File: config.mk
export PLATFORM = sky130hd
export DESIGN_NAME = wsu_front
export DESIGN_NICKNAME = d
export VERILOG_FILES = /design/src/sv/wsu_pkg.sv /design/src/sv/wsu_front.sv
export SDC_FILE = /design/constraint.sdc
export NUM_CORES = 1
export LEC_CHECK = 0
export BUFFER_PORTS_ARGS = -buffer_cell sky130_fd_sc_hd__buf_2
export CAP_MARGIN = 25
export CORE_AREA = 2 2 263 265
export DETAILED_ROUTE_END_ITERATION = 7
export DIE_AREA = 0 0 265 267
export SETUP_SLACK_MARGIN = 0.1
export SLEW_MARGIN = 30
export SYNTH_ARGS = -nofsm -noshare
export SYNTH_HDL_FRONTEND = slang
export SYNTH_SLANG_ARGS = --single-unit
File: constraint.sdc
create_clock -name vclk -period 5.4
set_input_delay 1.08 -clock vclk [all_inputs]
set_output_delay 1.08 -clock vclk [all_outputs]
set_load 0.05 [all_outputs]
File: src/sv/wsu_pkg.sv
package wsu_pkg;

  localparam int unsigned CFG_IDX_W = 2;

  localparam logic [CFG_IDX_W-1:0] REG_X_COEFF = 2'd0;
  localparam logic [CFG_IDX_W-1:0] REG_Y_COEFF = 2'd1;
  localparam logic [CFG_IDX_W-1:0] REG_TAU_SQ  = 2'd2;

  typedef struct packed {
    logic signed [31:0] u_center;
    logic signed [31:0] u_left;
    logic signed [31:0] u_right;
    logic signed [31:0] u_row_minus;
    logic signed [31:0] u_row_plus;
    logic signed [31:0] u_old;
    logic [30:0]        p_here;
    logic [30:0]        p_left;
    logic [30:0]        p_row_minus;
    logic [30:0]        p_row_minus_left;
    logic signed [31:0] source_term;
  } in_word_t;

  typedef struct packed {
    logic signed [31:0] u_next;
    logic [30:0]        peak_value;
  } out_word_t;

  typedef struct packed {
    logic [31:0] x_coeff;
    logic [31:0] y_coeff;
    logic [31:0] tau_sq;
  } coef_t;

  // Pre-classified word: neighbor differences in sign/magnitude form,
  // matching speed sums, 2*u_center - u_old and the source value.
  // Lane order: x plus, x minus, y plus, y minus.
  typedef struct packed {
    logic [3:0]         neg;
    logic [3:0][32:0]   mag;
    logic [3:0][31:0]   psum;
    logic signed [33:0] base;
    logic signed [31:0] src;
  } work_t;

  typedef struct packed {
    logic  empty;
    work_t head;
  } queue_status_t;

endpackage

File: src/sv/wsu_front.sv
module wsu_front (
  input  logic              in_valid,
  output logic              in_stall,
  input  wsu_pkg::in_word_t in_word,
  input  logic              q_full,
  output logic              q_push,
  output wsu_pkg::work_t    q_entry
);
  import wsu_pkg::*;

  logic signed [32:0] d_xp, d_xm, d_yp, d_ym;

  function automatic logic [32:0] mag33(input logic signed [32:0] v);
    logic [32:0] m;
    m = v[32] ? (33'd0 - v) : v;
    return m;
  endfunction

  assign d_xp = {in_word.u_right[31], in_word.u_right}
              - {in_word.u_center[31], in_word.u_center};
  assign d_xm = {in_word.u_left[31], in_word.u_left}
              - {in_word.u_center[31], in_word.u_center};
  assign d_yp = {in_word.u_row_plus[31], in_word.u_row_plus}
              - {in_word.u_center[31], in_word.u_center};
  assign d_ym = {in_word.u_row_minus[31], in_word.u_row_minus}
              - {in_word.u_center[31], in_word.u_center};

  always_comb begin
    q_entry.neg     = {d_ym[32], d_yp[32], d_xm[32], d_xp[32]};
    q_entry.mag[0]  = mag33(d_xp);
    q_entry.mag[1]  = mag33(d_xm);
    q_entry.mag[2]  = mag33(d_yp);
    q_entry.mag[3]  = mag33(d_ym);
    q_entry.psum[0] = {1'b0, in_word.p_row_minus} + {1'b0, in_word.p_here};
    q_entry.psum[1] = {1'b0, in_word.p_row_minus_left} + {1'b0, in_word.p_left};
    q_entry.psum[2] = {1'b0, in_word.p_left} + {1'b0, in_word.p_here};
    q_entry.psum[3] = {1'b0, in_word.p_row_minus_left} + {1'b0, in_word.p_row_minus};
    q_entry.base    = {in_word.u_center[31], in_word.u_center, 1'b0}
                    - {{2{in_word.u_old[31]}}, in_word.u_old};
    q_entry.src     = in_word.source_term;
  end

  assign in_stall = q_full;
  assign q_push   = in_valid && !q_full;

endmodule

==> flow_metrics.tcl <==
set metrics [dict create \
    dr.first_iter.drc_count 1352 \
    design_area_mm2 0.0355 \
    p_leak_uw 0.0169 \
    final_nets 4627 \
    syn-mean-instance-area_um2 6.96 \
    seq_cells 0 \
    first_pass_iters 6 \
    hold_depth 0 \
    globalRouteTotalUtil 0.255 \
    dp_cells 4698 \
    cts_hold_buf 0 \
    path_class "input port to output port" \
    slew_violations 0 \
    final_util 0.522 \
    antenna_left 0 \
    drt_wl_total_um 99100 \
    synth_compound_area_frac 0.340 \
    syn_nets 3219 \
    cp_max_fo 6 \
    start_util 0.263 \
    fin_crit_sh 1.08 \
    hold_path.class "input port to output port" \
    cp-start-kind "input port" \
    synth_simple_gate_area_frac 0.220 \
    die_h_um 267 \
    area_delta_synth_final_pct 98.3 \
    num_vias 25400 \
    drc 0 \
    setup_viol 128 \
    vias_per_cell 5.21 \
    synthXorXnorAreaFrac 0.163 \
    hp-start "in_word[10]" \
    yosys.area_share.adder 0.212 \
    routabilityCongestion 0.966 \
    layout.cells.non_filler 4874 \
    yosysUniqueCellTypes 95 \
    endpoint_kind "output port" \
    grt_pass1_vias 24400 \
    fillCellCount 6254 \
    ir_drop_v 0.000235 \
    drive_gt1_frac 0.528 \
    syn_area_mm2 0.0179 \
    nClkBuffers 0 \
    synthMuxAreaShare 0.00525 \
    cap_violations 0 \
    synthCells 2572 \
    final_hold_viol_count 0 \
    min_to "q_entry[10]" \
    rsz0062_at_grt "true" \
    p_per_area_mw_per_mm2 250 \
    antenna_found_initial 24 \
    layout_setup_ws_ns -0.406 \
    p_total_uw 8870 \
    top_level_ports 682 \
    layout_commonest_cell "buf_4" \
    placed_cell_area_mm2 0.0299 \
    core-area_mm2 0.0680 \
    cp.arrival_ns 4.73 \
    fmax_mhz 172 \
    relSlewSlack 0.521 \
    ff_latch_area_um2 0 \
    period_minus_slack_ns 5.81 \
    worst_pin_slew_ns 0.716 \
    fin_tns_setup_ns -23.21 \
    ys_seq_area_frac 0 \
    die-width_um 265 \
    required_ns 4.32 \
    port_buffers 618 \
    ys_warn_count 0 \
    violations "setup timing" \
    fp.dieArea_mm2 0.0708 \
    post_drt_wl_per_cell_um 20.3 \
    synth_top_family_by_area "compound AO/OA/AOI/OAI gates" \
    status "finished, violations left" \
    grt_overflow 0 \
    hpwl_um 82200 \
    grt_pass1_wl_um 140000 \
    row_count 96 \
    most-common-layout-cells "765 x buf_4, 444 x buf_2, 248 x ha_1, 187 x buf_6, 183 x a21oi_1" \
    grt_max_degree 15 \
]
## per-layer routing
metal | part of all wire | GRT usage | up-vias | wire length (µm)
met5 | 0.0011 | 0 | - | 111
met4 | 0.039 | 0.0863 | 18 | 3840
met3 | 0.057 | 0.0296 | 166 | 5600
met2 | 0.50 | 0.465 | 928 | 49300
met1 | 0.41 | 0.308 | 12000 | 40300
li1 | - | - | 12300 | -
## synthesized netlist by cell type (all sizes together), types with 30 or more instances
master    n  area share
and3     41       0.014
nor2    191       0.040
xor2    107       0.052
ha      288        0.20
a21o    135       0.057
buf      37       0.015
clkbuf   53       0.011
inv     165       0.035
a211oi   40       0.017
and2     37       0.013
a31oi    36       0.013
nand2b   32       0.011
nand4    31       0.011
nor3     64       0.018
o21a     61       0.026
a21oi   254       0.071
nor2b    49       0.018
o21ai   158       0.044
xnor2   225        0.11
nand2   165       0.035
o211ai   30       0.013
o31ai    33       0.015
nand3    52       0.015
## through the flow
stage	worst slack, ns	hold slack, ns
6_report	-0.406	2.16
3_3_place_gp	-0.662	2.16
2_1_floorplan	-0.272	2.33
4_1_cts	-0.434	2.16
3_5_place_dp	-0.675	2.16
5_1_grt	-0.529	2.16
## cells by family (layout without fill, tap and decap cells)
family / count (synthesis) / in the layout
multiplexers: 9 / 9
other: 0 / 14
XOR/XNOR: 332 / 332
AND/OR/NAND/NOR: 768 / 768
buffers and inverters: 256 / 1662
adder cells (fa/ha/maj): 297 / 297
AO/OA/AOI/OAI: 910 / 910
## final cells by class
cell class,instances,area (µm²),share of cell area
multi-input combinational,2316,21600,0.610
timing repair buffer,1496,12000,0.338
tap,882,1100,0.0311
inverter,166,699,0.0197
antenna,14,35.0,0.000988
## where the power goes
| part | internal [µW] | switching [µW] |
|---|---|---|
| Combinational | 3710 | 5170 |
| Sequential | 0 | 0 |
| Clock | 0.000349 | 0 |
| Total | 3710 | 5170 |
## worst max-delay path, cell delays in order
cell       delay, ns
buf_8           0.09
inv_8           0.04
buf_6           0.10
buf_8           0.13
ha_4            0.24
o21a_1          0.17
o31a_1          0.13
o221a_4         0.25
a31o_4          0.25
a211o_1         0.30
a2111oi_4       0.41
nand3_2         0.15
buf_6           0.16
or3_4           0.41
nor3_4          0.25
buf_6           0.16
a21oi_2         0.07
xor2_4          0.16
buf_6           0.16
## repair_timing
| action | in CTS | in global routing |
|---|---|---|
| resized for setup | 628 | 349 |
| setup endpoints to repair | 166 | 175 |
| pin swaps | 172 | 188 |
| gates cloned | 4 | 0 |
| buffers inserted | 102 | 66 |
| endpoints found under the hold margin | 0 | 0 |
## how the worst max path moves through the flow
| stage | start | end | slack, ns | depth (start not counted) |
|---|---|---|---|---|
| 5_1_grt | in_word[318] | q_entry[324] | -0.53 | 20 |
| 3_3_place_gp | in_word[322] | q_entry[291] | -0.66 | 16 |
| 6_report | in_word[318] | q_entry[321] | -0.41 | 19 |
| 2_1_floorplan | in_word[318] | q_entry[259] | -0.27 | 14 |
| 4_1_cts | in_word[188] | q_entry[291] | -0.43 | 16 |
| 3_5_place_dp | in_word[318] | q_entry[258] | -0.67 | 16 |
(Power assumes the default switching activity.)
