--- src/sv/wsu_pkg.sv ---
package wsu_pkg;

  localparam int unsigned CFG_IDX_W = 2;

  localparam logic [CFG_IDX_W-1:0] REG_X_COEFF = 2'd0;
  localparam logic [CFG_IDX_W-1:0] REG_Y_COEFF = 2'd1;
  localparam logic [CFG_IDX_W-1:0] REG_TAU_SQ  = 2'd2;

  typedef struct packed {
    logic signed [31:0] u_center;
    logic signed [31:0] u_left;
    logic signed [31:0] u_right;
    logic signed [31:0] u_row_minus;
    logic signed [31:0] u_row_plus;
    logic signed [31:0] u_old;
    logic [30:0]        p_here;
    logic [30:0]        p_left;
    logic [30:0]        p_row_minus;
    logic [30:0]        p_row_minus_left;
    logic signed [31:0] source_term;
  } in_word_t;

  typedef struct packed {
    logic signed [31:0] u_next;
    logic [30:0]        peak_value;
  } out_word_t;

  typedef struct packed {
    logic [31:0] x_coeff;
    logic [31:0] y_coeff;
    logic [31:0] tau_sq;
  } coef_t;

  // Pre-classified word: neighbor differences in sign/magnitude form,
  // matching speed sums, 2*u_center - u_old and the source value.
  // Lane order: x plus, x minus, y plus, y minus.
  typedef struct packed {
    logic [3:0]         neg;
    logic [3:0][32:0]   mag;
    logic [3:0][31:0]   psum;
    logic signed [33:0] base;
    logic signed [31:0] src;
  } work_t;

  typedef struct packed {
    logic  empty;
    work_t head;
  } queue_status_t;

endpackage

--- src/sv/wsu_back.sv ---
module wsu_back (
  input  logic                   clk,
  input  logic                   rst_n,
  input  wsu_pkg::coef_t         coef,
  input  wsu_pkg::queue_status_t q_status,
  output logic                   q_pop,
  output logic                   out_valid,
  input  logic                   out_stall,
  output wsu_pkg::out_word_t     out_word
);
  import wsu_pkg::*;

  typedef enum logic [1:0] {
    ST_IDLE,
    ST_MUL,
    ST_ACC,
    ST_FIN
  } state_t;

  typedef enum logic [3:0] {
    STEP_XP,
    STEP_XM,
    STEP_YP,
    STEP_YM,
    STEP_X_LO,
    STEP_X_HI,
    STEP_Y_LO,
    STEP_Y_HI,
    STEP_S_LO,
    STEP_S_HI
  } step_t;

  localparam logic signed [63:0] SCALE_LIM  = 64'sh0000_0100_0000_0000;
  localparam logic signed [42:0] OUT_MAX    = 43'sd2147483647;
  localparam logic signed [42:0] OUT_MIN    = -43'sd2147483648;

  state_t             state_r;
  step_t              step_r;
  work_t              work_r;
  logic [64:0]        prod_r;
  logic [63:0]        lo_r;
  logic signed [41:0] xs_r, ys_r;
  logic signed [63:0] sum_r;
  logic signed [41:0] scaled_r;
  logic [30:0]        peak_r;
  logic               out_valid_r;
  out_word_t          out_word_r;

  logic [41:0]        xs_mag, ys_mag;
  logic [63:0]        sum_mag;
  logic [32:0]        mul_a;
  logic [31:0]        mul_b;
  logic [64:0]        mul_p;
  logic [64:0]        rnd24;
  logic signed [41:0] lane_term;
  logic [95:0]        wide_sum;
  logic [63:0]        wide_mag;
  logic               wide_neg;
  logic signed [63:0] wide_term;
  logic signed [41:0] scaled_nxt;
  logic signed [42:0] total;
  logic signed [31:0] total_sat;
  logic [30:0]        peak_nxt;
  logic               out_free;

  assign xs_mag  = xs_r[41] ? (42'd0 - xs_r) : xs_r;
  assign ys_mag  = ys_r[41] ? (42'd0 - ys_r) : ys_r;
  assign sum_mag = sum_r[63] ? (64'd0 - sum_r) : sum_r;

  // one shared 33x32 multiplier; wide operands go through in two halves
  always_comb begin
    unique case (step_r)
      STEP_XP:   begin mul_a = work_r.mag[0]; mul_b = work_r.psum[0]; end
      STEP_XM:   begin mul_a = work_r.mag[1]; mul_b = work_r.psum[1]; end
      STEP_YP:   begin mul_a = work_r.mag[2]; mul_b = work_r.psum[2]; end
      STEP_YM:   begin mul_a = work_r.mag[3]; mul_b = work_r.psum[3]; end
      STEP_X_LO: begin mul_a = {1'b0, xs_mag[31:0]};  mul_b = coef.x_coeff; end
      STEP_X_HI: begin mul_a = 33'(xs_mag[41:32]);    mul_b = coef.x_coeff; end
      STEP_Y_LO: begin mul_a = {1'b0, ys_mag[31:0]};  mul_b = coef.y_coeff; end
      STEP_Y_HI: begin mul_a = 33'(ys_mag[41:32]);    mul_b = coef.y_coeff; end
      STEP_S_LO: begin mul_a = {1'b0, sum_mag[31:0]};  mul_b = coef.tau_sq; end
      STEP_S_HI: begin mul_a = {1'b0, sum_mag[63:32]}; mul_b = coef.tau_sq; end
      default:   begin mul_a = '0; mul_b = '0; end
    endcase
    mul_p = 65'(mul_a) * 65'(mul_b);
  end

  // lane product: round magnitude by 24 bits, then restore sign
  always_comb begin
    rnd24     = prod_r + 65'h80_0000;
    lane_term = work_r.neg[step_r[1:0]] ? (42'd0 - {2'b00, rnd24[63:24]})
                                        : {2'b00, rnd24[63:24]};
  end

  // recombine the two halves and round by 12 (coefficients) or 32 (tau)
  always_comb begin
    if (step_r == STEP_S_HI) begin
      wide_sum = {prod_r[63:0], 32'd0} + {32'd0, lo_r} + 96'h8000_0000;
      wide_mag = wide_sum[95:32];
    end else begin
      wide_sum = {prod_r[63:0], 32'd0} + {32'd0, lo_r} + 96'h800;
      wide_mag = wide_sum[75:12];
    end
    unique case (step_r)
      STEP_X_HI: wide_neg = xs_r[41];
      STEP_Y_HI: wide_neg = ys_r[41];
      default:   wide_neg = sum_r[63];
    endcase
    wide_term = wide_neg ? (64'sd0 - $signed(wide_mag)) : $signed(wide_mag);
    if (wide_term > SCALE_LIM) begin
      scaled_nxt = SCALE_LIM[41:0];
    end else if (wide_term < -SCALE_LIM) begin
      scaled_nxt = -SCALE_LIM[41:0];
    end else begin
      scaled_nxt = wide_term[41:0];
    end
  end

  always_comb begin
    total = {{9{work_r.base[33]}}, work_r.base} + {scaled_r[41], scaled_r};
    if (total > OUT_MAX) begin
      total_sat = 32'sh7FFF_FFFF;
    end else if (total < OUT_MIN) begin
      total_sat = 32'sh8000_0000;
    end else begin
      total_sat = total[31:0];
    end
    if (!total_sat[31] && (total_sat != 32'sd0) && (total_sat[30:0] > peak_r)) begin
      peak_nxt = total_sat[30:0];
    end else begin
      peak_nxt = peak_r;
    end
  end

  assign out_free  = !out_valid_r || !out_stall;
  assign q_pop     = (state_r == ST_IDLE) && !q_status.empty;
  assign out_valid = out_valid_r;
  assign out_word  = out_word_r;

  always_ff @(posedge clk) begin
    if (!rst_n) begin
      state_r     <= ST_IDLE;
      step_r      <= STEP_XP;
      peak_r      <= '0;
      out_valid_r <= 1'b0;
    end else begin
      // the finish state reloads the output register itself
      if (out_valid_r && !out_stall && (state_r != ST_FIN)) begin
        out_valid_r <= 1'b0;
      end
      unique case (state_r)
        ST_IDLE: begin
          if (!q_status.empty) begin
            work_r  <= q_status.head;
            xs_r    <= '0;
            ys_r    <= '0;
            sum_r   <= {{32{q_status.head.src[31]}}, q_status.head.src};
            step_r  <= STEP_XP;
            state_r <= ST_MUL;
          end
        end
        ST_MUL: begin
          prod_r  <= mul_p;
          state_r <= ST_ACC;
        end
        ST_ACC: begin
          unique case (step_r)
            STEP_XP, STEP_XM:               xs_r     <= xs_r + lane_term;
            STEP_YP, STEP_YM:               ys_r     <= ys_r + lane_term;
            STEP_X_LO, STEP_Y_LO, STEP_S_LO: lo_r    <= prod_r[63:0];
            STEP_X_HI, STEP_Y_HI:           sum_r    <= sum_r + wide_term;
            STEP_S_HI:                      scaled_r <= scaled_nxt;
            default:                        lo_r     <= lo_r;
          endcase
          if (step_r == STEP_S_HI) begin
            state_r <= ST_FIN;
          end else begin
            step_r  <= step_t'(step_r + 4'd1);
            state_r <= ST_MUL;
          end
        end
        ST_FIN: begin
          if (out_free) begin
            out_word_r.u_next     <= total_sat;
            out_word_r.peak_value <= peak_nxt;
            peak_r                <= peak_nxt;
            out_valid_r           <= 1'b1;
            state_r               <= ST_IDLE;
          end
        end
        default: state_r <= ST_IDLE;
      endcase
    end
  end

endmodule

--- config.mk ---
export PLATFORM = sky130hd
export DESIGN_NAME = wsu_back
export DESIGN_NICKNAME = d
export VERILOG_FILES = /design/src/sv/wsu_pkg.sv /design/src/sv/wsu_back.sv
export SDC_FILE = /design/constraint.sdc
export NUM_CORES = 2
export LEC_CHECK = 0
export ABC_AREA = 1
export BUFFER_PORTS_ARGS = -buffer_cell sky130_fd_sc_hd__buf_4
export CAP_MARGIN = 40
export CORE_ASPECT_RATIO = 1.4
export CORE_MARGIN = 4
export CORE_UTILIZATION = 43
export CTS_BUF_LIST = sky130_fd_sc_hd__clkbuf_16
export DETAILED_ROUTE_END_ITERATION = 8
export SLEW_MARGIN = 20
export SYNTH_ARGS = -nofsm -noshare
export SYNTH_HDL_FRONTEND = slang
export SYNTH_SLANG_ARGS = --single-unit
--- constraint.sdc ---
create_clock -name clk -period 15.3 [get_ports clk]
set_input_delay 1.53 -clock clk [delete_from_list [all_inputs] [get_ports clk]]
set_output_delay 1.53 -clock clk [all_outputs]
set_load 0.005 [all_outputs]
==> impl_results.md <==
- Fin. max-slew vios: 0
- Critical path's top delay family: adder cells
- First-pass detailed-route iteration total: 8
- Met3 usage in global routing: 0.0447
- Seq/Total Area, Yosys: 0.238
- Post-CTS sizing: 0
- Met1 Usage GRT: 0.378
- Setup_tns: 0 ps
- Buffer count from post-CTS setup fixing: 0
- Slew @ Worst Pin: 1110 ps
- Nets: 13700
- Root buffer cell: clkbuf_16
- Top cells by area, synth: edfxtp_1, fa_1, nand2_1, inv_1, ha_1
- Die W: 389 um
- FILL cells: 20200
- Detailed Route WL: 392 mm
- DRT iter0 DRCs: 6732
- Cells on worst reg2reg path: 49
- Ys flop type: edfxtp_1
- Hold Crit Start: prod_r[50]
- YS warnings: 0
- I/O pin count: 495
- Final worst setup slack: 1750 ps
- Gr ovfl total: 0
- Worst EP required: 15740 ps
- Core area: 0.202 sq mm
- Post-synthesis async set-or-reset flop share: 0
- Total number of vias: 81700
- Gr busiest metal: met2
- Crit Path Category: reg -> reg
- Cell Area, Synth: 0.0875 sq mm
- Tcrit/Tclk final: 0.886
- Post-synth cell types: 69
- Setup WS pre-CTS: 1820 ps
- Clock buffer depth: 3
- Met2 global-route usage: 0.639
- Clock transition at path regs: 70 ps
- Crit-path slowest cell: nor4_1
- Status: finished, final reports clean
- Most common cell in the synthesized netlist: nand2_1
- Hpwl dp: 327 mm
- Hold endpoint: lo_r[50]
- Wire per inst: 27.0 um
- Die H: 542 um
- Max Fclk: 73.8 MHz
- Area leader, netlist: edfxtp_1
- Clk_lat worst skew: 730 ps
- Worst setup SP type: register
- R2R Setup Slk: 1750 ps
- Global-route wire length before repair: 559 mm
- Die area: 0.211 sq mm
- Class of the worst hold path: reg -> reg
- FF-to-FF End: prod_r[59]
- Synth Area per Inst: 7.71 sq um
- Hold_buf cts: 0
- Maxcap violations: 0
- CTS tree: built
- Top cell type's share of synthesized area: 0.229
- Slew margin rel.: 0.257
- Clock H-tree levels: 3
- Final setup vio count: 0
- Post-synth EDFFs: 668
- FP Rows: 195
- Net Count, Synth: 13200
- Most frequent CP cell: inv_1
- Share of cells above drive strength 1: 0.102
- Vias in the first global route: 83400
- Routed vias/inst: 5.61
- Top cells by count, synth: nand2_1, inv_1, nor2_1
- Largest net degree at the start of global routing: 184
- Worst reg2reg path startpoint: sum_r[1]
- Clk sink count: 706
- Hold Vio Cnt, Final: 0
- GRT Overall Usage: 0.365
- Critical path capture point type: register
- RSZ-0062 raised after global routing: false
- Setup crit start: sum_r[1]
- Skew final: 82.6 ps
- Final GP Congestion: 1.03
- Seq cells post-synth: 706
- Minimum clock period: 13550 ps
- Gate Count Post-Synth: 11400
- Antenna-violating nets left: 0
- Data arrival, critical path: 13990 ps
- Hold Path Depth: 0
- Initial antenna violation count: 10
- Number of buffers added on ports: 494
- P&R area growth vs syn: 12.3%
- CP peak stage delay: 670 ps
- Residual DRC: 0
- Buf+Inv Stages, Crit Path: 14
- CP Max Fanout: 13
- Initial core utilization: 0.433
- TritonCTS buffer count: 81
placed cells by master (no fill, tap or decap), drive strengths merged, types with 20 or more instances in the layout:
cell	Yosys	final
nand2	2803	2803
inv	2107	2129
nor2	1298	1298
fa	930	930
buf	71	715
edfxtp	668	668
nand3	659	659
a21oi	574	574
ha	519	519
o21ai	349	349
xor2	166	166
nand4	132	132
nor3	128	128
xnor2	102	102
a22o	99	99
clkbuf	261	85
a31oi	71	71
nor4	64	64
clkinv	21	53
o21a	52	52
dfxtp	38	38
or2	27	27
o211ai	24	24
a21boi	21	21
nand3b	20	20
metal layers:
layer / part of all wire / vias up
li1: - / 37000
met1: 0.33 / 40000
met2: 0.49 / 3439
met3: 0.055 / 1273
met4: 0.12 / 2
met5: 0.000043 / -
state kept, by name (all words and copies together) (netlist names):
| name | flops |
|---|---|
| scaled_r | 42 |
| prod_r | 64 |
| ys_r | 42 |
| work_r | 298 |
| step_r | 4 |
| xs_r | 42 |
| peak_r | 31 |
| out_word | 63 |
| out_valid | 1 |
| sum_r | 64 |
| lo_r | 53 |
| state_r | 2 |
worst max-delay path by stage:
stage / endpoint / cells past startpoint / slack [ps]
3_3_place_gp: prod_r[60] / 47 / 1690
3_5_place_dp: prod_r[60] / 48 / 1820
5_1_grt: prod_r[60] / 48 / 990
2_1_floorplan: prod_r[60] / 47 / 4830
6_report: prod_r[59] / 49 / 1750
4_1_cts: prod_r[60] / 48 / 1790
final cells by class:
class | instances | area [sq um] | area share
Clock inverter | 67 | 694 | 0.00707
Antenna cell | 4 | 10.0 | 0.000102
Inverter | 2128 | 7990 | 0.0813
Clock buffer | 82 | 2050 | 0.0209
Multi-Input combinational cell | 8191 | 57700 | 0.587
Sequential cell | 706 | 20800 | 0.212
Timing Repair Buffer | 718 | 5680 | 0.0578
Tap cell | 2659 | 3330 | 0.0339
per-stage QoR:
stage,std cells,utilization,cell area [sq um],hold slack (ps)
floorplan,11400,-,87500,433
global placement,14400,0.470,94900,494
detailed placement,14400,0.472,95400,495
CTS,14500,0.486,98100,511
global route,14600,0.486,98300,524
finish,14600,0.486,98300,519
kinds of logic (layout without fill, tap and decap cells):
| kind of cell | after synthesis | count (layout) | share of synthesized area |
|---|---|---|---|
| flip-flops | 706 | 706 | 0.238 |
| XOR/XNOR | 268 | 268 | 0.0268 |
| AND/OR/NAND/NOR | 5151 | 5151 | 0.252 |
| other | 0 | 4 | 0 |
| adder cells (fa/ha/maj) | 1449 | 1449 | 0.287 |
| AO/OA/AOI/OAI | 1323 | 1323 | 0.0886 |
| buffers and inverters | 2460 | 2995 | 0.108 |
Power is left out: the tool's default activity adds up to more than one toggle a clock period on the data nets, which glitch-free logic cannot reach.
