[config.mk]
export PLATFORM = sky130hd
export DESIGN_NAME = wsu_fifo
export DESIGN_NICKNAME = d
export VERILOG_FILES = /design/src/sv/wsu_pkg.sv /design/src/sv/wsu_fifo.sv
export SDC_FILE = /design/constraint.sdc
export NUM_CORES = 1
export LEC_CHECK = 0
export BUFFER_PORTS_ARGS = -buffer_cell sky130_fd_sc_hd__buf_2
export CAP_MARGIN = 0
export CORE_MARGIN = 2
export CORE_UTILIZATION = 30
export DETAILED_ROUTE_END_ITERATION = 10
export GPL_ROUTABILITY_DRIVEN = 0
export SLEW_MARGIN = 20
export SYNTH_ARGS = -nofsm -noshare
export SYNTH_HDL_FRONTEND = slang
export SYNTH_SLANG_ARGS = --single-unit
[constraint.sdc]
create_clock -name clk -period 17 [get_ports clk]
set_clock_uncertainty 0.05 [all_clocks]
set_input_delay 0.85 -clock clk [delete_from_list [all_inputs] [get_ports clk]]
set_output_delay 0.85 -clock clk [all_outputs]
set_load 0.05 [all_outputs]
[src/sv/wsu_pkg.sv]
package wsu_pkg;

  localparam int unsigned CFG_IDX_W = 2;

  localparam logic [CFG_IDX_W-1:0] REG_X_COEFF = 2'd0;
  localparam logic [CFG_IDX_W-1:0] REG_Y_COEFF = 2'd1;
  localparam logic [CFG_IDX_W-1:0] REG_TAU_SQ  = 2'd2;

  typedef struct packed {
    logic signed [31:0] u_center;
    logic signed [31:0] u_left;
    logic signed [31:0] u_right;
    logic signed [31:0] u_row_minus;
    logic signed [31:0] u_row_plus;
    logic signed [31:0] u_old;
    logic [30:0]        p_here;
    logic [30:0]        p_left;
    logic [30:0]        p_row_minus;
    logic [30:0]        p_row_minus_left;
    logic signed [31:0] source_term;
  } in_word_t;

  typedef struct packed {
    logic signed [31:0] u_next;
    logic [30:0]        peak_value;
  } out_word_t;

  typedef struct packed {
    logic [31:0] x_coeff;
    logic [31:0] y_coeff;
    logic [31:0] tau_sq;
  } coef_t;

  // Pre-classified word: neighbor differences in sign/magnitude form,
  // matching speed sums, 2*u_center - u_old and the source value.
  // Lane order: x plus, x minus, y plus, y minus.
  typedef struct packed {
    logic [3:0]         neg;
    logic [3:0][32:0]   mag;
    logic [3:0][31:0]   psum;
    logic signed [33:0] base;
    logic signed [31:0] src;
  } work_t;

  typedef struct packed {
    logic  empty;
    work_t head;
  } queue_status_t;

endpackage

[src/sv/wsu_fifo.sv]
module wsu_fifo #(
  parameter int unsigned DEPTH = 2
) (
  input  logic                   clk,
  input  logic                   rst_n,
  input  logic                   push,
  input  wsu_pkg::work_t         push_entry,
  output logic                   full,
  input  logic                   pop,
  output wsu_pkg::queue_status_t status
);
  import wsu_pkg::*;

  localparam int unsigned PTR_W = (DEPTH > 1) ? $clog2(DEPTH) : 1;
  localparam int unsigned CNT_W = $clog2(DEPTH + 1);

  work_t            mem_r [DEPTH];
  logic [PTR_W-1:0] wr_ptr_r, rd_ptr_r;
  logic [CNT_W-1:0] count_r;

  assign full         = (count_r == CNT_W'(DEPTH));
  assign status.empty = (count_r == '0);
  assign status.head  = mem_r[rd_ptr_r];

  always_ff @(posedge clk) begin
    if (push) begin
      mem_r[wr_ptr_r] <= push_entry;
    end
  end

  always_ff @(posedge clk) begin
    if (!rst_n) begin
      wr_ptr_r <= '0;
      rd_ptr_r <= '0;
      count_r  <= '0;
    end else begin
      if (push) begin
        wr_ptr_r <= (wr_ptr_r == PTR_W'(DEPTH - 1)) ? '0 : wr_ptr_r + 1'b1;
      end
      if (pop) begin
        rd_ptr_r <= (rd_ptr_r == PTR_W'(DEPTH - 1)) ? '0 : rd_ptr_r + 1'b1;
      end
      if (push && !pop) begin
        count_r <= count_r + 1'b1;
      end else if (pop && !push) begin
        count_r <= count_r - 1'b1;
      end
    end
  end

endmodule

==> metrics.txt, run 1 <==
Post-Syn Instances=approximately 1000; IO Pins=between 600 and 700; first-pass GRT wire length=80600 um; CTS H-Tree Depth=3; Leak=12.4 nW; RSZ-0062 raised after global routing=no; Crit Path Max Fanout=60; setup bufs post-CTS=0; DR top layer=met5; core box area=about 85000 sq um; DR vias/cell=4.20; PortBufs=665; clock buffer depth=3; Die Y=296 um; die width=between 200 and 300 um; sequential share of the synthesized area=77.9%; syn nets=1384; design area=between 30000 and 40000 sq um; M1 WL=20700 um; CTS Buf Count=73; Remaining Overflow, GRT=0; antenna-violating nets left=0; Max Fclk=180 MHz; Cell Area, Synth=25600 sq um; Min-Delay Path Class=in -> reg; cells on worst reg2reg path=4; initial antenna violation count=18; Max-Cap Viols=0; largest net degree at the start of global routing=153; critical path arrival=between 4 and 5 ns; met3 routed WL=4580 um; Synth Warn #=0; first drt pass iteration count=5; Required @ worst endpoint=16.10 ns; normalized max-slew margin=28.9%; Final Hold Viols=0; initial core utilization=around 30%; Power Total=4.08 mW; final setup TNS=0 ns; placed instance area=29800 sq um; Final Util=37.8%; hold path depth=1; Final Critical Period=5.56 ns; layout cells sized above 1=60.9%; CTS tree=yes; drc violations=0; synthesis-to-layout area growth=25.4%; met2 WL=29600 um; Yosys reg bits=665; total number of vias=around 12000; kind of critical path=reg -> out; Worst IR Drop VDD=0.0000888 V; Clock transition at path regs=roughly 0.060 ns; power density cells=127 nW/um^2; row count=107; final setup fails=0; Final Slew Violations=0; DP Wirelength=40600 um; PostCTS Resize Cnt=0; Clock Sinks=between 600 and 700; worst-skew pair later-pin latency=0.60 ns; Detailed Route Iter0 Violations=approximately 520; Final Cycle Share=32.7%; Synth cell types=18; cts hold-fix bufs=0; DP Cell Count=about 2800; nets@finish=2101; CP startpoint kind=flop; Total GRT Usage=12.3%; status=complete, no violations; WL final=57500 um; Non-Filler Instances=2973; number of global-route vias before repair=13300; drt wl/cell=19.3 um; Avg Inst Size Synth=between 20 and 25 sq um; measured slew at the worst slew-check pin=1.07 ns; Root Buffer=clkbuf_16; DIE AREA=approximately 88000 sq um; CP Capture Type=output pin
[registers in the layout, summed over array words and instances (netlist names), named ones only]
register	count
mem_r	660
count_r	2
rd_ptr_r	1
wr_ptr_r	1
[routing by layer]
layer | track usage, % | vias to the layer above
met2 | 21.6 | 488
met5 | 0 | -
met4 | 6.33 | 8
met1 | 13.2 | 6186
li1 | - | 5648
met3 | 4.00 | 146
[final timing paths]
kind	startpoint	slack [ns]	end
max reg2reg	wr_ptr_r$_SDFFE_PN0P_	13.09	mem_r[0][58]$_DFFE_PP_
min	push_entry[27]	0.37	mem_r[1][27]$_DFFE_PP_
min reg2reg	count_r[1]$_SDFFE_PN0P_	0.47	count_r[1]$_SDFFE_PN0P_
max	flop	11.44	status[232]
[area by class of cell]
cell class                 instances  area [sq um]
antenna                           10          25.0
clock buffer                      86          1900
clock inverter                    42           370
fill                            7819         52700
inverter                           1          3.75
multi-input combinational        346          4960
sequential                       665         19900
tap                             1144          1430
timing repair buffer             679          3450
[where the power goes]
group	internal (mW)	leakage [nW]	switching [mW]
Sequential	1.90	6.24	0.0260
Combinational	0.214	5.11	0.459
Clock	0.851	1.10	0.632
Total	2.96	12.4	1.12
[through the flow]
step / hold WS (ns) / setup slack, ns
finish: 0.372 / 11.44
global route: 0.332 / 11.16
CTS: 0.317 / 11.36
detailed placement: 0.465 / 12.04
global placement: 0.437 / 12.13
floorplan: 0.423 / 0.728
[worst max-delay path: stages, from the launching register on]
cell     delay, ns
dfxtp_4       0.66
buf_4         0.84
buf_4         0.91
buf_4         0.86
mux2_4        0.36
buf_2         0.21
[cells by family (layout without fill, tap and decap cells)]
kind of cell	count (synthesis)	after routing	synth area share, %
mux	330	330	18.9
other cells	0	10	0
flops	665	665	77.9
fa+ha+maj	1	1	0.0489
buf+inv	38	808	2.70
simple gates	9	9	0.210
xor+xnor	3	3	0.103
compound gates	3	3	0.0783
[placed cells by master (no fill, tap or decap), drive strengths merged]
cell type  instances
buf              679
edfxtp           660
mux2             330
clkbuf            86
clkinv            32
diode             10
inv                7
dfxtp              5
and2               4
bufinv             3
nor2b              3
xor2               2
nor2               1
xnor2              1
o21a               1
o21ai              1
or3                1
a21boi             1
ha                 1
clkinvlp           1
[synth_stat cells]
library cell	instances	share of area, %
ha_1	1	0.049
o21ai_0	1	0.020
buf_12	33	2.6
inv_1	1	0.015
buf_2	3	0.059
and2_1	4	0.098
mux2_2	30	1.3
or3_1	1	0.024
a21boi_0	1	0.029
o21a_1	1	0.029
edfxtp_1	660	78
xor2_1	2	0.069
dfxtp_1	5	0.39
buf_6	1	0.044
nor2b_1	3	0.073
mux2_4	300	18
nor2_1	1	0.015
xnor2_1	1	0.034
Power figures use the tool's default switching activity.
==> run 2: changes to the inputs <==
==> constraint.sdc (replaced) <==
create_clock -name clk -period 4.8 [get_ports clk]
set_clock_uncertainty 0.05 [all_clocks]
set_input_delay 0.24 -clock clk [delete_from_list [all_inputs] [get_ports clk]]
set_output_delay 0.24 -clock clk [all_outputs]
set_load 0.05 [all_outputs]
==> metrics.txt, run 2 (synthesis results as in run 1) <==
Final Hold Viols=0 (unchanged); FF-to-FF End=mem_r[1][102]$_DFFE_PP_; setup slack, reg-to-reg=2.85 ns (-10.24 ns); total number of vias=13700 (+10%); nets@finish=2435 (+16%); number of global-route vias before repair=15000 (+13%); measured slew at the worst slew-check pin=1.00 ns (-0.0638 ns); Final Util=41.9% (+4.1 points); final setup TNS=0 ns (unchanged); CTS H-Tree Depth=3 (unchanged); Worst IR Drop VDD=0.000290 V (+230%); initial antenna violation count=9 (-9); Clock Sinks=665 (unchanged); Max Fclk=333 MHz; Final Critical Period=approximately 3.0 ns; DIE AREA=87600 sq um (unchanged); CP startpoint kind=flop; Detailed Route Iter0 Violations=570 (+9.8%); WL final=59500 um (+3.6%); Root Buffer=clkbuf_16; synthesis-to-layout area growth=38.9%; worst-skew pair later-pin latency=0.58 ns (-0.02 ns); Remaining Overflow, GRT=0 (unchanged); RSZ-0062 raised after global routing=no; Largest register FFs=660 (unchanged); most common cell after layout, fill and taps aside=buf_2; IO Pins=666 (unchanged); CTS tree=yes; first-pass GRT wire length=85400 um (+5.9%); kind of critical path=reg -> out; slowest stage cell, crit path=dfxtp_4; Crit Path Max Fanout=53 (-12%); Max-Cap Viols=0 (unchanged); Total GRT Usage=12.8% (+0.51 points); first drt pass iteration count=4 (-1); Final Slew Violations=0 (unchanged); clock buffer depth=3 (unchanged); initial core utilization=30.2% (unchanged); critical path arrival=2.71 ns (-1.95 ns); core box area=84700 sq um (unchanged); die width=296 um (unchanged); DP Wirelength=38700 um (-4.5%); Die Y=296 um (unchanged); PortBufs=665 (unchanged); final setup fails=0 (unchanged); row count=107 (unchanged); power density cells=415 nW/um^2 (+230%); Hold Crit Endpoint=count_r[1]$_SDFFE_PN0P_; Clock transition at path regs=0.05 ns (about the same); CP Cell Sequence=buf_12 > mux2_2 > buf_2; largest net degree at the start of global routing=140 (-8.5%); area of the multi-input gates=4960 sq um (unchanged); hold path depth=4 (+3); antenna-violating nets left=0 (unchanged); Leak=13.9 nW (+12%); Fillers=7506 (-4.0%); CP max stage delay=1.00 ns (+0.09 ns); Final Cycle Share=a little over three fifths; sequential cell area=19900 sq um (about the same); hold path startpoint=push; Top Registers=mem_r (660), count_r (2); CTS Buf Count=73 (unchanged); status=complete, no violations; DR vias/cell=4.16 (-0.90%); layout cells sized above 1=51.5% (-9.4 points); R2R Path Start=wr_ptr_r$_SDFFE_PN0P_; PostCTS Resize Cnt=0 (unchanged); cells on worst reg2reg path=2 (-2); most frequent cells in the layout=buf_2 (665), edfxtp_1 (660), dlygate4sd3_1 (333), mux2_4 (300), clkbuf_16 (76); largest reg by FF count=mem_r; drt wl/cell=18.0 um (-6.7%); Min-Delay Path Class=in -> reg; Required @ worst endpoint=4.51 ns (-11.59 ns); normalized max-slew margin=33.2% (+4.3 points); CP Capture Type=output pin; drc violations=0 (unchanged)
[run 2: changes by cell type in the layout (fill, tap and decap cells not counted), sizes merged]
cell         delta
buf             +1
diode           -7
inv             -3
clkinv          -6
clkbuf         +11
dlygate4sd3   +333
[run 2: final cells by class]
type / instances / area share [%]
inverter: 1 / 0.0106
sequential: 665 / 56.1
clock buffer: 97 / 5.58
tap: 1144 / 4.03
multi-input combinational: 346 / 14.0
antenna: 3 / 0.0211
timing repair buffer: 1013 / 19.5
clock inverter: 33 / 0.800
[run 2: how the worst max path moves through the flow]
stage | end | cells after the start | slack [ns]
after floorplan | mem_r[0][0]$_DFFE_PP_ | 1 | -0.87
after global placement | status[314] | 3 | 2.34
after detailed placement | status[310] | 3 | 2.33
after CTS | status[310] | 3 | 1.67
after global routing | status[327] | 3 | 1.62
final | status[327] | 3 | 1.80
[run 2: stage by stage]
| step | instance area [sq um] | hold slack (ns) | power (mW) | instances | setup slack (ns) |
|---|---|---|---|---|---|
| 2_1_floorplan | 25600 | 0.289 | 8.87 | 1049 | -0.875 |
| 3_3_place_gp | 29900 | 0.377 | 9.33 | 2836 | 2.34 |
| 3_5_place_dp | 29900 | 0.381 | 9.37 | 2836 | 2.33 |
| 4_1_cts | 35500 | 0.0828 | 15.0 | 3299 | 1.67 |
| 5_1_grt | 35500 | 0.163 | 15.3 | 3302 | 1.62 |
| 6_report | 35500 | 0.135 | 14.7 | 3302 | 1.80 |
[run 2: critical path: cells and delay by family, from the launching register on]
family,cells,cell delay [ns]
multiplexers,1,0.40
buffers and inverters,2,0.61
flip-flops,1,1.00
[run 2: per-layer routing]
layer	part of all wire, %	vias to the layer above	track usage, %
met5	0.079	-	0
met4	3.4	8	5.57
met3	8.1	128	4.13
met2	52	493	23.1
met1	37	6797	13.7
li1	-	6306	-
[run 2: repair_timing]
item,CTS,global route
buffers inserted,0,0
hold buffers,333,0
endpoints found under the hold margin,665,0
[run 2: power by group]
| group | leakage [nW] | total (mW) | switching [mW] | internal, mW |
|---|---|---|---|---|
| Combinational | 6.55 | 2.63 | 1.68 | 0.946 |
| Sequential | 6.24 | 6.82 | 0.0960 | 6.73 |
| Clock | 1.10 | 5.29 | 2.21 | 3.08 |
| Total | 13.9 | 14.7 | 3.99 | 10.7 |
==> run 3: changes to the inputs <==
==> constraint.sdc (replaced) <==
create_clock -name clk -period 2.7 [get_ports clk]
set_clock_uncertainty 0.05 [all_clocks]
set_input_delay 0.135 -clock clk [delete_from_list [all_inputs] [get_ports clk]]
set_output_delay 0.135 -clock clk [all_outputs]
set_load 0.05 [all_outputs]
==> metrics.txt, run 3 (synthesis results as in run 1) <==
status=complete, no violations; Largest register FFs=660 (unchanged); Worst IR Drop VDD=0.000590 V (+100%); first-pass GRT wire length=88200 um (+3.3%); CTS H-Tree Depth=3 (unchanged); Final Critical Period=about 2.4 ns; Crit Path Max Fanout=23 (-57%); DP Wirelength=42100 um (+8.6%); nets@finish=2465 (+1.2%); WL final=61000 um (+2.5%); setup bufs post-CTS=0 (unchanged); Clock Sinks=665 (unchanged); Top Registers=mem_r (660), count_r (2); Place WS=0.809 ns (-1.52 ns); drc violations=0 (unchanged); antenna-violating nets left=0 (unchanged); Final Hold Viols=0 (unchanged); row count=107 (unchanged); Int Pwr=18.9 mW (+76%); PostCTS Resize Cnt=0 (unchanged); final setup TNS=0 ns (unchanged); measured slew at the worst slew-check pin=0.478 ns (-0.524 ns); initial antenna violation count=5 (-4); Clock transition at path regs=0.06 ns (about the same); Final Slew Violations=0 (unchanged); CP Capture Type=output pin; Max-Cap Viols=0 (unchanged); first drt pass iteration count=4 (unchanged); number of global-route vias before repair=15500 (+2.8%); Final Cycle Share=90.3%; P_sw=7.06 mW (+77%); cts hold-fix bufs=333 (unchanged); die width=296 um (unchanged); drt wl/cell=18.3 um (+1.6%); final setup fails=0 (unchanged); Required @ worst endpoint=2.52 ns (-1.99 ns); critical path arrival=2.25 ns (-0.46 ns); Detailed Route Iter0 Violations=475 (-17%); kind of critical path=reg -> out; layout cells sized above 1=52.0% (+0.58 points); worst-skew pair later-pin latency=0.59 ns (about the same); total number of vias=13900 (+1.3%); Root Buffer=clkbuf_16; IO Pins=666 (unchanged); CP startpoint kind=flop; largest net degree at the start of global routing=76 (-46%); initial core utilization=30.2% (unchanged); Remaining Overflow, GRT=0 (unchanged); Die Y=296 um (unchanged); Max Fclk=410 MHz; CTS tree=yes; power share of the sequential group=46.6% (+0.3 points); RSZ-0062 raised after global routing=no; PortBufs=665 (unchanged); combinational power share=18.5% (+0.7 points); synthesis-to-layout area growth=39.9%; core box area=84700 sq um (unchanged); power density cells=726 nW/um^2 (+75%); clock buffer depth=3 (unchanged); clock network fraction of total power=34.9% (-1.0 points); Sw Ratio=27.2% (+0.11 points); CTS Buf Count=72 (-1.4%); most common cell after layout, fill and taps aside=buf_2; DR vias/cell=4.18 (+0.40%); final worst setup slack=0.263 ns (-1.54 ns); DIE AREA=87600 sq um (unchanged); Fillers=7462 (-0.59%); normalized max-slew margin=68.1% (+35 points); Min-Delay Path Class=in -> reg; Final Util=42.2% (+0.28 points); Leak=14.0 nW (+0.93%); largest reg by FF count=mem_r; Total GRT Usage=13.3% (+0.44 points); most frequent cells in the layout=buf_2 (665), edfxtp_1 (660), dlygate4sd3_1 (333), mux2_4 (300), clkbuf_16 (72)
[run 3: cell count changes in the layout (fill, tap and decap cells not counted), sizes merged]
cell      change
clkinv        -2
clkinvlp      +1
clkbuf        -3
buf          +31
inv           +1
[run 3: path summary, 6_finish.rpt]
kind,from,depth (start not counted),endpoint,slack [ns]
worst min-delay path,push,4,count_r[1]$_SDFFE_PN0P_,0.05
worst max register to register,wr_ptr_r$_SDFFE_PN0P_,3,mem_r[1][281]$_DFFE_PP_,1.06
worst max-delay path,flop,4,status[320],0.26
worst min register to register,count_r[1]$_SDFFE_PN0P_,2,count_r[1]$_SDFFE_PN0P_,0.49
[run 3: through the flow]
stage | hold WS [ns] | area (sq um) | std cells | power, mW
3_5_place_dp | 0.276 | 30300 | 2867 | 16.7
3_3_place_gp | 0.273 | 30300 | 2867 | 16.7
2_1_floorplan | 0.184 | 25600 | 1049 | 15.8
5_1_grt | 0.0411 | 35800 | 3330 | 26.9
4_1_cts | 0.0125 | 35700 | 3327 | 26.3
6_report | 0.0550 | 35800 | 3330 | 26.0
[run 3: layout make-up]
cell class,count,area (sq um),area share (%)
Sequential cell,665,19900,55.7
Timing Repair Buffer,1044,7280,20.4
Multi-Input combinational cell,346,4960,13.9
Clock buffer,94,1880,5.27
Tap cell,1144,1430,4.00
Clock inverter,33,258,0.721
Antenna cell,3,7.51,0.0210
Inverter,1,3.75,0.0105
[run 3: power groups by stage]
stage	clock, mW	combinational, mW	sequential (mW)
global route	9.73	5.02	12.1
CTS	9.37	4.85	12.1
finish	9.06	4.81	12.1
global placement	0	4.39	12.3
detailed placement	0	4.43	12.3
floorplan	0	3.44	12.3
[run 3: routing by layer]
layer  vias up  GRT usage [%]  part of all wire [%]
met1      6898           14.2                    37
met2       489           24.1                    52
met4         0           5.87                   3.9
met3       138           3.92                   7.0
li1       6379              -                     -
met5         -              0                     0
[run 3: critical path, cell delays in order, from the launching register on]
cell and delay [ns]:
dfxtp_4 0.55, buf_12 0.25, buf_12 0.25, mux2_2 0.36, buf_2 0.22
